### src/sv/thtok_pkg.sv
`timescale 1ns / 1ps
// Package for the template hole tokenizer: beat payload types, segment and
// error codes, register indexes and character constants. No dependencies.
package thtok_pkg;

  localparam int OFFSET_BITS_DEF = 16;
  localparam int INDEX_BITS_DEF  = 8;

  localparam logic [7:0] VALUE_MARKER_RST   = 8'd36;
  localparam logic [7:0] PATTERN_MARKER_RST = 8'd64;

  localparam logic [0:0] REG_VALUE_MARKER   = 1'b0;
  localparam logic [0:0] REG_PATTERN_MARKER = 1'b1;

  localparam logic [1:0] KIND_LITERAL = 2'd0;
  localparam logic [1:0] KIND_VALUE   = 2'd1;
  localparam logic [1:0] KIND_PATTERN = 2'd2;

  localparam logic [1:0] ERR_NONE     = 2'd0;
  localparam logic [1:0] ERR_NONDIGIT = 2'd1;
  localparam logic [1:0] ERR_UNCLOSED = 2'd2;
  localparam logic [1:0] ERR_OVERFLOW = 2'd3;

  localparam logic [7:0] CH_LBRACE = 8'h7B;
  localparam logic [7:0] CH_RBRACE = 8'h7D;
  localparam logic [7:0] CH_ZERO   = 8'h30;
  localparam logic [7:0] CH_NINE   = 8'h39;

  typedef struct packed {
    logic [7:0] text_byte;
    logic       final_byte;
  } thtok_in_t;

  typedef struct packed {
    logic [1:0]  seg_kind;
    logic [15:0] seg_start;
    logic [15:0] seg_length;
    logic [7:0]  hole_index;
    logic        seg_final;
    logic [8:0]  match_count;
    logic [1:0]  error_code;
  } thtok_out_t;

endpackage

### src/sv/template_hole_tokenizer.sv
`timescale 1ns / 1ps
// Template hole tokenizer: one template byte per beat in, segment beats out.
// A beat is held in a stage register; its results, up to two, then go into the
// four-entry result queue that drives the output. One byte is taken per cycle
// while the queue has room for two; it drains one result per cycle on out_ready.
// Reset (rst_n, synchronous) restores the default markers and clears all state.
// Depends on thtok_pkg.
module template_hole_tokenizer
  import thtok_pkg::*;
#(
  parameter int OFFSET_BITS = OFFSET_BITS_DEF,
  parameter int INDEX_BITS  = INDEX_BITS_DEF
) (
  input  logic       clk,
  input  logic       rst_n,
  input  logic       in_valid,
  output logic       in_ready,
  input  thtok_in_t  in_data,
  output logic       out_valid,
  input  logic       out_ready,
  output thtok_out_t out_data,
  input  logic       cfg_we,
  input  logic [0:0] cfg_index,
  input  logic [7:0] cfg_wdata
);

  localparam logic [1:0] MODE_NORMAL = 2'd0;
  localparam logic [1:0] MODE_MARKER = 2'd1;
  localparam logic [1:0] MODE_BRACE  = 2'd2;
  localparam logic [1:0] MODE_ERROR  = 2'd3;

  localparam int QPTR_W  = 2;
  localparam int Q_DEPTH = 1 << QPTR_W;
  localparam logic [QPTR_W:0] Q_ROOM = (QPTR_W + 1)'(Q_DEPTH - 2);

  localparam logic [OFFSET_BITS-1:0] OFF_MAX = '1;

  function automatic logic [15:0] fit16(input logic [OFFSET_BITS-1:0] v);
    logic [OFFSET_BITS+15:0] w;
    w = (OFFSET_BITS + 16)'(v);
    return w[15:0];
  endfunction

  function automatic logic [7:0] fit8(input logic [INDEX_BITS-1:0] v);
    logic [INDEX_BITS+7:0] w;
    w = (INDEX_BITS + 8)'(v);
    return w[7:0];
  endfunction

  function automatic logic [8:0] fit9(input logic [INDEX_BITS:0] v);
    logic [INDEX_BITS+9:0] w;
    w = (INDEX_BITS + 10)'(v);
    return w[8:0];
  endfunction

  function automatic thtok_out_t mk_res(
    input logic [1:0]             kind,
    input logic [OFFSET_BITS-1:0] start,
    input logic [OFFSET_BITS-1:0] len,
    input logic [INDEX_BITS-1:0]  idx,
    input logic                   fin,
    input logic [INDEX_BITS:0]    cnt,
    input logic [1:0]             err
  );
    thtok_out_t r;
    r.seg_kind    = kind;
    r.seg_start   = fit16(start);
    r.seg_length  = fit16(len);
    r.hole_index  = fit8(idx);
    r.seg_final   = fin;
    r.match_count = fit9(cnt);
    r.error_code  = err;
    return r;
  endfunction

  logic [7:0]             vmark_r, pmark_r;
  logic                   s1_valid_r, s1_valid_nxt;
  thtok_in_t              s1_data_r;
  logic                   go;

  logic [1:0]             mode_r, mode_nxt;
  logic                   pat_r, pat_nxt;
  logic [OFFSET_BITS-1:0] off_r, off_nxt;
  logic [OFFSET_BITS-1:0] lstart_r, lstart_nxt;
  logic [OFFSET_BITS-1:0] llen_r, llen_nxt;
  logic [INDEX_BITS-1:0]  idx_r, idx_nxt;
  logic [INDEX_BITS:0]    maxc_r, maxc_nxt;
  logic [1:0]             herr_r, herr_nxt;

  thtok_out_t             res_v [2];
  logic [1:0]             nres;

  thtok_out_t             q_r [Q_DEPTH];
  logic [QPTR_W-1:0]      wr_ptr_r, rd_ptr_r;
  logic [QPTR_W:0]        cnt_r;
  logic                   pop;

  assign in_ready  = !s1_valid_r || (cnt_r <= Q_ROOM);
  assign go        = s1_valid_r && (cnt_r <= Q_ROOM);
  assign out_valid = (cnt_r != '0);
  assign out_data  = q_r[rd_ptr_r];
  assign pop       = out_valid && out_ready;

  always_comb begin
    if (in_valid && in_ready) begin
      s1_valid_nxt = 1'b1;
    end else if (go) begin
      s1_valid_nxt = 1'b0;
    end else begin
      s1_valid_nxt = s1_valid_r;
    end
  end

  always_comb begin
    logic [7:0]             c;
    logic                   fin;
    logic [7:0]             first;
    logic [7:0]             dsub;
    logic [INDEX_BITS+3:0]  prod;
    logic [INDEX_BITS:0]    cand;
    logic [OFFSET_BITS-1:0] len_v;
    logic                   do_normal;

    c         = s1_data_r.text_byte;
    fin       = s1_data_r.final_byte;
    first     = pat_r ? pmark_r : vmark_r;
    dsub      = c - CH_ZERO;
    prod      = ((INDEX_BITS + 4)'(idx_r) << 3) + ((INDEX_BITS + 4)'(idx_r) << 1)
                + (INDEX_BITS + 4)'(dsub[3:0]);
    cand      = (INDEX_BITS + 1)'(idx_r) + 1'b1;
    len_v     = llen_r;
    do_normal = 1'b0;

    mode_nxt   = mode_r;
    pat_nxt    = pat_r;
    off_nxt    = off_r;
    lstart_nxt = lstart_r;
    llen_nxt   = llen_r;
    idx_nxt    = idx_r;
    maxc_nxt   = maxc_r;
    herr_nxt   = herr_r;
    nres       = 2'd0;
    res_v[0]   = '0;
    res_v[1]   = '0;

    if (go) begin
      if (off_r != OFF_MAX) begin
        off_nxt = off_r + 1'b1;
      end
      if (mode_r == MODE_ERROR) begin
        if (fin) begin
          res_v[nres[0]] = mk_res(KIND_LITERAL, '0, '0, '0, 1'b1, maxc_r, herr_r);
          nres = nres + 2'd1;
        end
      end else if (off_r == OFF_MAX) begin
        mode_nxt = MODE_ERROR;
        herr_nxt = ERR_OVERFLOW;
        if (fin) begin
          res_v[nres[0]] = mk_res(KIND_LITERAL, '0, '0, '0, 1'b1, maxc_r, ERR_OVERFLOW);
          nres = nres + 2'd1;
        end
      end else begin
        case (mode_r)
          MODE_MARKER: begin
            if (c == first || c == CH_LBRACE) begin
              if (llen_r != '0) begin
                res_v[nres[0]] = mk_res(KIND_LITERAL, lstart_r, llen_r, '0, 1'b0, '0,
                                        ERR_NONE);
                nres = nres + 2'd1;
              end
            end
            if (c == first) begin
              lstart_nxt = off_r;
              llen_nxt   = OFFSET_BITS'(1);
              mode_nxt   = MODE_NORMAL;
              if (fin) begin
                res_v[nres[0]] = mk_res(KIND_LITERAL, off_r, OFFSET_BITS'(1), '0, 1'b1,
                                        maxc_r, ERR_NONE);
                nres = nres + 2'd1;
              end
            end else if (c == CH_LBRACE) begin
              llen_nxt = '0;
              idx_nxt  = '0;
              mode_nxt = MODE_BRACE;
              if (fin) begin
                mode_nxt = MODE_ERROR;
                herr_nxt = ERR_UNCLOSED;
                res_v[nres[0]] = mk_res(KIND_LITERAL, '0, '0, '0, 1'b1, maxc_r,
                                        ERR_UNCLOSED);
                nres = nres + 2'd1;
              end
            end else begin
              len_v     = llen_r + 1'b1;
              mode_nxt  = MODE_NORMAL;
              do_normal = 1'b1;
            end
          end
          MODE_BRACE: begin
            if (c == CH_RBRACE) begin
              if (pat_r) begin
                if (cand > maxc_r) begin
                  maxc_nxt = cand;
                end
                res_v[nres[0]] = mk_res(KIND_PATTERN, '0, '0, idx_r, 1'b0, '0, ERR_NONE);
              end else begin
                res_v[nres[0]] = mk_res(KIND_VALUE, '0, '0, idx_r, 1'b0, '0, ERR_NONE);
              end
              nres       = nres + 2'd1;
              lstart_nxt = off_r + 1'b1;
              llen_nxt   = '0;
              mode_nxt   = MODE_NORMAL;
              if (fin) begin
                res_v[nres[0]] = mk_res(KIND_LITERAL, off_r + 1'b1, '0, '0, 1'b1,
                                        maxc_nxt, ERR_NONE);
                nres = nres + 2'd1;
              end
            end else if (c >= CH_ZERO && c <= CH_NINE) begin
              if (prod[INDEX_BITS+3:INDEX_BITS] != '0) begin
                mode_nxt = MODE_ERROR;
                herr_nxt = ERR_OVERFLOW;
                if (fin) begin
                  res_v[nres[0]] = mk_res(KIND_LITERAL, '0, '0, '0, 1'b1, maxc_r,
                                          ERR_OVERFLOW);
                  nres = nres + 2'd1;
                end
              end else begin
                idx_nxt = prod[INDEX_BITS-1:0];
                if (fin) begin
                  mode_nxt = MODE_ERROR;
                  herr_nxt = ERR_UNCLOSED;
                  res_v[nres[0]] = mk_res(KIND_LITERAL, '0, '0, '0, 1'b1, maxc_r,
                                          ERR_UNCLOSED);
                  nres = nres + 2'd1;
                end
              end
            end else begin
              mode_nxt = MODE_ERROR;
              herr_nxt = ERR_NONDIGIT;
              if (fin) begin
                res_v[nres[0]] = mk_res(KIND_LITERAL, '0, '0, '0, 1'b1, maxc_r,
                                        ERR_NONDIGIT);
                nres = nres + 2'd1;
              end
            end
          end
          default: begin
            do_normal = 1'b1;
          end
        endcase

        if (do_normal) begin
          if ((c == vmark_r || c == pmark_r) && !fin) begin
            mode_nxt = MODE_MARKER;
            pat_nxt  = (c != vmark_r);
            llen_nxt = len_v;
          end else begin
            llen_nxt = len_v + 1'b1;
            if (fin) begin
              res_v[nres[0]] = mk_res(KIND_LITERAL, lstart_r, len_v + 1'b1, '0, 1'b1,
                                      maxc_r, ERR_NONE);
              nres = nres + 2'd1;
            end
          end
        end
      end

      if (fin) begin
        mode_nxt   = MODE_NORMAL;
        pat_nxt    = 1'b0;
        off_nxt    = '0;
        lstart_nxt = '0;
        llen_nxt   = '0;
        idx_nxt    = '0;
        maxc_nxt   = '0;
        herr_nxt   = ERR_NONE;
      end
    end
  end

  always_ff @(posedge clk) begin
    if (!rst_n) begin
      vmark_r <= VALUE_MARKER_RST;
      pmark_r <= PATTERN_MARKER_RST;
    end else if (cfg_we) begin
      case (cfg_index)
        REG_VALUE_MARKER:   vmark_r <= cfg_wdata;
        REG_PATTERN_MARKER: pmark_r <= cfg_wdata;
        default: begin
        end
      endcase
    end
  end

  always_ff @(posedge clk) begin
    if (!rst_n) begin
      s1_valid_r <= 1'b0;
      mode_r     <= MODE_NORMAL;
      pat_r      <= 1'b0;
      off_r      <= '0;
      lstart_r   <= '0;
      llen_r     <= '0;
      idx_r      <= '0;
      maxc_r     <= '0;
      herr_r     <= ERR_NONE;
    end else begin
      s1_valid_r <= s1_valid_nxt;
      mode_r     <= mode_nxt;
      pat_r      <= pat_nxt;
      off_r      <= off_nxt;
      lstart_r   <= lstart_nxt;
      llen_r     <= llen_nxt;
      idx_r      <= idx_nxt;
      maxc_r     <= maxc_nxt;
      herr_r     <= herr_nxt;
    end
  end

  always_ff @(posedge clk) begin
    if (in_valid && in_ready) begin
      s1_data_r <= in_data;
    end
  end

  always_ff @(posedge clk) begin
    if (nres != 2'd0) begin
      q_r[wr_ptr_r] <= res_v[0];
    end
    if (nres == 2'd2) begin
      q_r[wr_ptr_r + 1'b1] <= res_v[1];
    end
  end

  always_ff @(posedge clk) begin
    if (!rst_n) begin
      wr_ptr_r <= '0;
      rd_ptr_r <= '0;
      cnt_r    <= '0;
    end else begin
      wr_ptr_r <= wr_ptr_r + QPTR_W'(nres);
      if (pop) begin
        rd_ptr_r <= rd_ptr_r + 1'b1;
      end
      cnt_r <= cnt_r + (QPTR_W + 1)'(nres) - (QPTR_W + 1)'(pop);
    end
  end

`ifndef ASSERT_OFF
  a_queue_bound: assert property (@(posedge clk) disable iff (!rst_n)
    cnt_r <= (QPTR_W + 1)'(Q_DEPTH))
    else $error("result queue count exceeds its depth");

  a_error_held: assert property (@(posedge clk) disable iff (!rst_n)
    mode_r == MODE_ERROR |-> herr_r != ERR_NONE)
    else $error("error mode without a held error code");

  a_second_is_final: assert property (@(posedge clk) disable iff (!rst_n)
    nres == 2'd2 |-> res_v[1].seg_final)
    else $error("second result of a byte is not the final segment");

  a_error_only_final: assert property (@(posedge clk) disable iff (!rst_n)
    (nres != 2'd0 && !res_v[0].seg_final) |-> res_v[0].error_code == ERR_NONE)
    else $error("error code on a segment that is not final");

  a_restart: assert property (@(posedge clk) disable iff (!rst_n)
    (go && s1_data_r.final_byte) |=> (mode_r == MODE_NORMAL && off_r == '0))
    else $error("state not restarted after the last byte");
`endif

endmodule

### config.mk
export PLATFORM = sky130hd
export DESIGN_NAME = template_hole_tokenizer
export DESIGN_NICKNAME = d
export VERILOG_FILES = /design/src/sv/thtok_pkg.sv /design/src/sv/template_hole_tokenizer.sv
export SDC_FILE = /design/constraint.sdc
export NUM_CORES = 1
export LEC_CHECK = 0
export BUFFER_PORTS_ARGS = -buffer_cell sky130_fd_sc_hd__clkbuf_2
export CORE_ASPECT_RATIO = 1.5
export CORE_MARGIN = 2
export CORE_UTILIZATION = 50
export CTS_CLUSTER_SIZE = 24
export DETAILED_ROUTE_END_ITERATION = 12
export PLACE_DENSITY = 0.67
export SLEW_MARGIN = 10
export SYNTH_ARGS = -nofsm -noshare
export SYNTH_HDL_FRONTEND = slang
export SYNTH_SLANG_ARGS = --single-unit
### constraint.sdc
create_clock -name clk -period 22.4 [get_ports clk]
set_input_delay 2.24 -clock clk [delete_from_list [all_inputs] [get_ports clk]]
set_output_delay 2.24 -clock clk [all_outputs]
set_load 0.05 [all_outputs]
* Yosys cells after proc, flatten, opt, wreduce, memory -nomap -nowiden *
Memories as Yosys holds them, arrays and structs flattened. A register that Yosys moved wholly into a read port is not among the register bits.
Index checks and enable logic that the tools add are counted.

word-level totals
  register bits after elaboration = 103
  memories kept = 1
  logic and storage cells = 240
  input port bits = 23
  bits in writable memories = 216
  output and inout port bits = 56

memories
  name  depth  bits a word  read ports  clocked after memory_dff  wr ports  line                           text
  q_r   4      54           1           1                         2         template_hole_tokenizer.sv:93  thtok_out_t q_r [Q_DEPTH];

cells by class
  order comparisons = 8
  multiplexer cells = 138
  bitwise gates (word level) = 3
  equality and inequality tests = 25
  add/subtract/negate cells = 14
  reduce and logical (&&, ||, !) cells = 35

operators by type and width
  operator                 count
  $mux W108                11
  $mux W54                 15
  $mux W16                 21
  $bwmux W108              3
  $pmux W108 S2            1
  $mux W52                 3
  $demux W54 S1            2
  $mux W2                  37
  $mux W8                  9
  $pmux W16 S2             2
  $mux W9                  7
  $add A16 B1 Y16 const B  3
  $mux W12                 4
  $eq A8 B8 Y1             3
  $ne A3 B3 Y1 const B     8
  $mux W1                  19
  $eq A16 B16 Y1 const B   1
  $eq A8 B7 Y1 const B     2
  $ne A16 B16 Y1 const B   1
  $pmux W8 S2              1
  $reduce_bool A16 Y1      1
  $reduce_and A5 Y1        3
  $reduce_bool A2 Y1       7
  $add A11 B9 Y12          1
  32 further kinds         58

* Longest topological paths before layout *
  depth in word-level cells = 28
  mapped depth = 18
  gate-level depth less buffers = 17

* Worst setup path before layout *
OpenSTA, ideal clock, no wires.

  path type = reg-to-reg
  start point = register s1_data_r[8] (netlist name)
  end point = memory q_r[0][0] (netlist name) (enable)
  period minus slack after synthesis = 7846 ps
  required time = 21854 ps
  setup slack = 14554 ps
  path buffers = 1
  stages on the path, launching flop included = 15
  arrival = 7300 ps
  library setup time = 546 ps
  path through = edfxtp_1 > nand3b_1 > or4b_1 > buf_2 > o211a_1 > nor2_2 > nand2_1 > ha_1 > nor4_2 > nor2_1 > ha_1 > nor2_2 > a211oi_4 > nor2_1 > o31ai_1

RTL lines
  what                    line                            text
  from (decl)             template_hole_tokenizer.sv:78   thtok_in_t s1_data_r;
  from (signal assigned)  template_hole_tokenizer.sv:320  s1_data_r <= in_data;
  to (decl)               template_hole_tokenizer.sv:93

==> impl_metrics.yaml <==
run_status:
  outcome: "finished clean"
synthesis:
  synth_edf_count: 225
  synth_compound_area_frac: 0.165
  ys.flop_type: "edfxtp_1"
  yosys.area_share.simple: 0.181
  ys_ff_latch: 321
  yosysWarnings: 0
  syn-num-nets: 1956
  synthDistinctLibCells: 84
  synth_xor_area_frac: 0.0355
  synth_area_leader_cell: "edfxtp_1"
  synth_top_area_share: 0.370
  syn_area_sq_um: 18300
  synth_adder_area_share: 0.0334
  async_reset_ff_frac: 0
  seq_area_frac_synth: 0.475
  netlist_instances: 1886
  synth.area.mux_share: 0.0723
  synth_top_family_by_area: "simple AND/OR/NAND/NOR gates"
  avgSynthCellArea_sq_um: 9.69
  yosys-top-cells-area: "edfxtp_1, dfxtp_1, mux4_2"
setup_path:
  worst_setup_path_start_kind: "flop"
  crit_required_ns: 22.57
  crit_fanout: 36
  critPathCaptureType: "flop"
  crit_chain: "nand3b_1 -> or4b_1 -> o211a_1 -> nor2_2 -> nand2_1 -> ha_1 -> nor4_2 -> nor2_1 -> a2bb2oi_2 -> nor2_1 -> nor2_1 -> o31ai_4 -> buf_4"
  r2r_cells: 13
  worst-setup-path-type: "flop to flop"
  regToRegSetupSlack_ns: 16.43
  r2r_end: "q_r[2][38]"
  slowest_delay_ns: 0.95
  arrival_ns: 6.14
  crit_top_cell: "nor2_1"
  r2r-start: "s1_data_r[8]"
  slowest_stage: "o31ai_4"
clock_tree:
  cts_tree: "built"
  cts_setup_buffers: 0
  cts.clk_slew.worst_paths_ns: 0.06
  cts_made_buffers: 34
  clock-sinks: 321
  post_cts_resize_count: 0
  ctsHtreeMaxLevel: 2
  cts_hold_buf: 0
  clk_path_buf_depth: 3
  clk-insertion-delay-late_ns: 0.53
  cts-root-buf: "clkbuf_16"
routing:
  route.antenna.remaining_nets: 0
  dr_wl_met2_um: 26100
  topRoutingLayerUsed: "met5"
  met1_length_um: 20200
  drt_iter0_markers: 1585
  finalWirelength_um: 51900
  via_per_inst: 6.20
  drt-pass1-iter-count: 7
  routed-wl-met3_um: 3680
  wl_per_cell_um: 21.7
  via_count: 14861
  route.detailed.drc: 0
hold_path:
  min_to: "pmark_r[1]"
  hold_class: "flop to flop"
  holdCritStartpoint: "pmark_r[1]"
  hold_depth: 2
sta:
  tightestPinTransition_ns: 1.22
  post-route-period-util: 0.267
  setup_tns_ns: 0
  period_needed_ns: 5.97
  setup_viol: 0
  finalHoldViolations: 0
  rsz0062_at_grt: "false"
  skew_ns: 0.0160
  holdWs_ns: 0.474
  max_freq_mhz: 167
  drv_slew: 0
  max-slew-margin-rel: 0.164
cells_and_area:
  multiInputGateArea_sq_um: 8980
  design_area_sq_um: 20200
  areaGrowthSynthToFinish_pct: 10.6
  final_cell_mix: "nand2_1, edfxtp_1, o21ai_0"
  nets: 1964
  instances_no_fill: 2398
  final_util: 0.562
  regArea_sq_um: 8680
  drive_above_1_share: 0.137
  final_common_cell: "nand2_1"
  n_fill_cell: 3183
  antennaDiodeCount: 0
place:
  gp_congestion: 0.939
  numPlacedInstances: 2336
  dp.final_hpwl_um: 36300
  placement.cell_area_sq_um: 19000
  io_buffers: 78
global_route:
  overflow: 0
  grt_pass1_wl_um: 79900
  antenna_found_initial: 1
  grt_pass1_vias: 14220
  grtUsageTotal: 0.269
  grt_max_degree: 77
floorplanning:
  die_h_um: 238
  initial_utilization: 0.508
  row_count: 85
  core_area_sq_um: 35900
  die_area_sq_um: 38100
  die-width_um: 160
  ios: 79
job:
  drv_cap: 0
power_and_ir_drop:
  power_leakage_uw: 0.00658
  p_per_area_nw_per_um2: 83.2
  ir_worst_vdd_v: 0.0000682
-- cell type report --
cell class              count  share of cell area
clock buffers              44              0.0471
clock inverters            18              0.0109
inverters                  47             0.00873
multi-input cells        1386               0.445
flip-flops and latches    321               0.430
well taps                 478              0.0296
repair buffers            104              0.0290
-- cells by family (layout without fill, tap and decap cells) --
group / after synthesis / in the layout
AND/OR/NAND/NOR: 715 / 715
AO/OA/AOI/OAI: 486 / 486
flip-flops: 321 / 321
buffers and inverters: 179 / 213
XOR/XNOR: 74 / 74
multiplexers: 64 / 64
adder cells (fa/ha/maj): 47 / 47
-- stage by stage --
stage               power (uW)  setup WS (ns)
global placement          1100          16.55
finish                    1680          16.43
global route              1730          16.05
CTS                       1690          16.41
floorplan                 1010          14.55
detailed placement        1100          16.43
-- cells in the mapped netlist, types with 17 or more instances --
cell type    n
ha_1        44
o2bb2ai_1   17
nand2_1    250
nor3_1      53
edfxtp_1   225
a21oi_1    112
dfxtp_1     96
xnor2_1     49
clkbuf_1   106
a22oi_1     40
inv_1       44
nor2_1     190
mux4_2      54
and2_1      22
nand3_1     78
nand4_1     18
xor2_1      25
o21ai_0    190
and3_1      22
-- worst max path at each step --
| stage | start | to | slack, ns | cells past startpoint |
|---|---|---|---|---|
| 2_1_floorplan | s1_data_r[8] | q_r[0][0] | 14.55 | 14 |
| 3_3_place_gp | s1_data_r[8] | q_r[2][41] | 16.55 | 14 |
| 3_5_place_dp | s1_data_r[8] | q_r[2][40] | 16.43 | 13 |
| 4_1_cts | s1_data_r[8] | q_r[2][38] | 16.41 | 13 |
| 5_1_grt | s1_data_r[8] | q_r[2][38] | 16.05 | 13 |
| 6_report | s1_data_r[8] | q_r[2][38] | 16.43 | 13 |
-- critical path, delay by kind of cell (launching register included) --
family                     cells  cell delay [ns]
DFF                            1             0.44
adders and majority gates      1             0.33
AOI/OAI and AO/OA              3             1.42
buffers and inverters          1             0.63
and+or+nand+nor                8             2.78
-- registers in the layout (all words and copies together), names as in the netlist, named ones only --
name,count
pat_r,1
rd_ptr_r,2
herr_r,2
off_r,16
idx_r,8
wr_ptr_r,2
cnt_r,3
pmark_r,8
s1_valid_r,1
mode_r,2
s1_data_r,9
maxc_r,9
vmark_r,8
lstart_r,16
q_r,216
llen_r,16
-- routing by layer --
| layer | vias to the layer above | global-route usage |
|---|---|---|
| met4 | 2 | 0.107 |
| met3 | 116 | 0.0421 |
| met1 | 7193 | 0.333 |
| met5 | - | 0 |
| met2 | 601 | 0.473 |
| li1 | 6949 | - |
-- where the power goes --
group	total (uW)	internal, uW	switching (uW)
logic	401	121	281
clock network	593	350	243
registers	687	662	24.9
total	1680	1130	549
No activity file was read; power rests on OpenSTA's default activity.
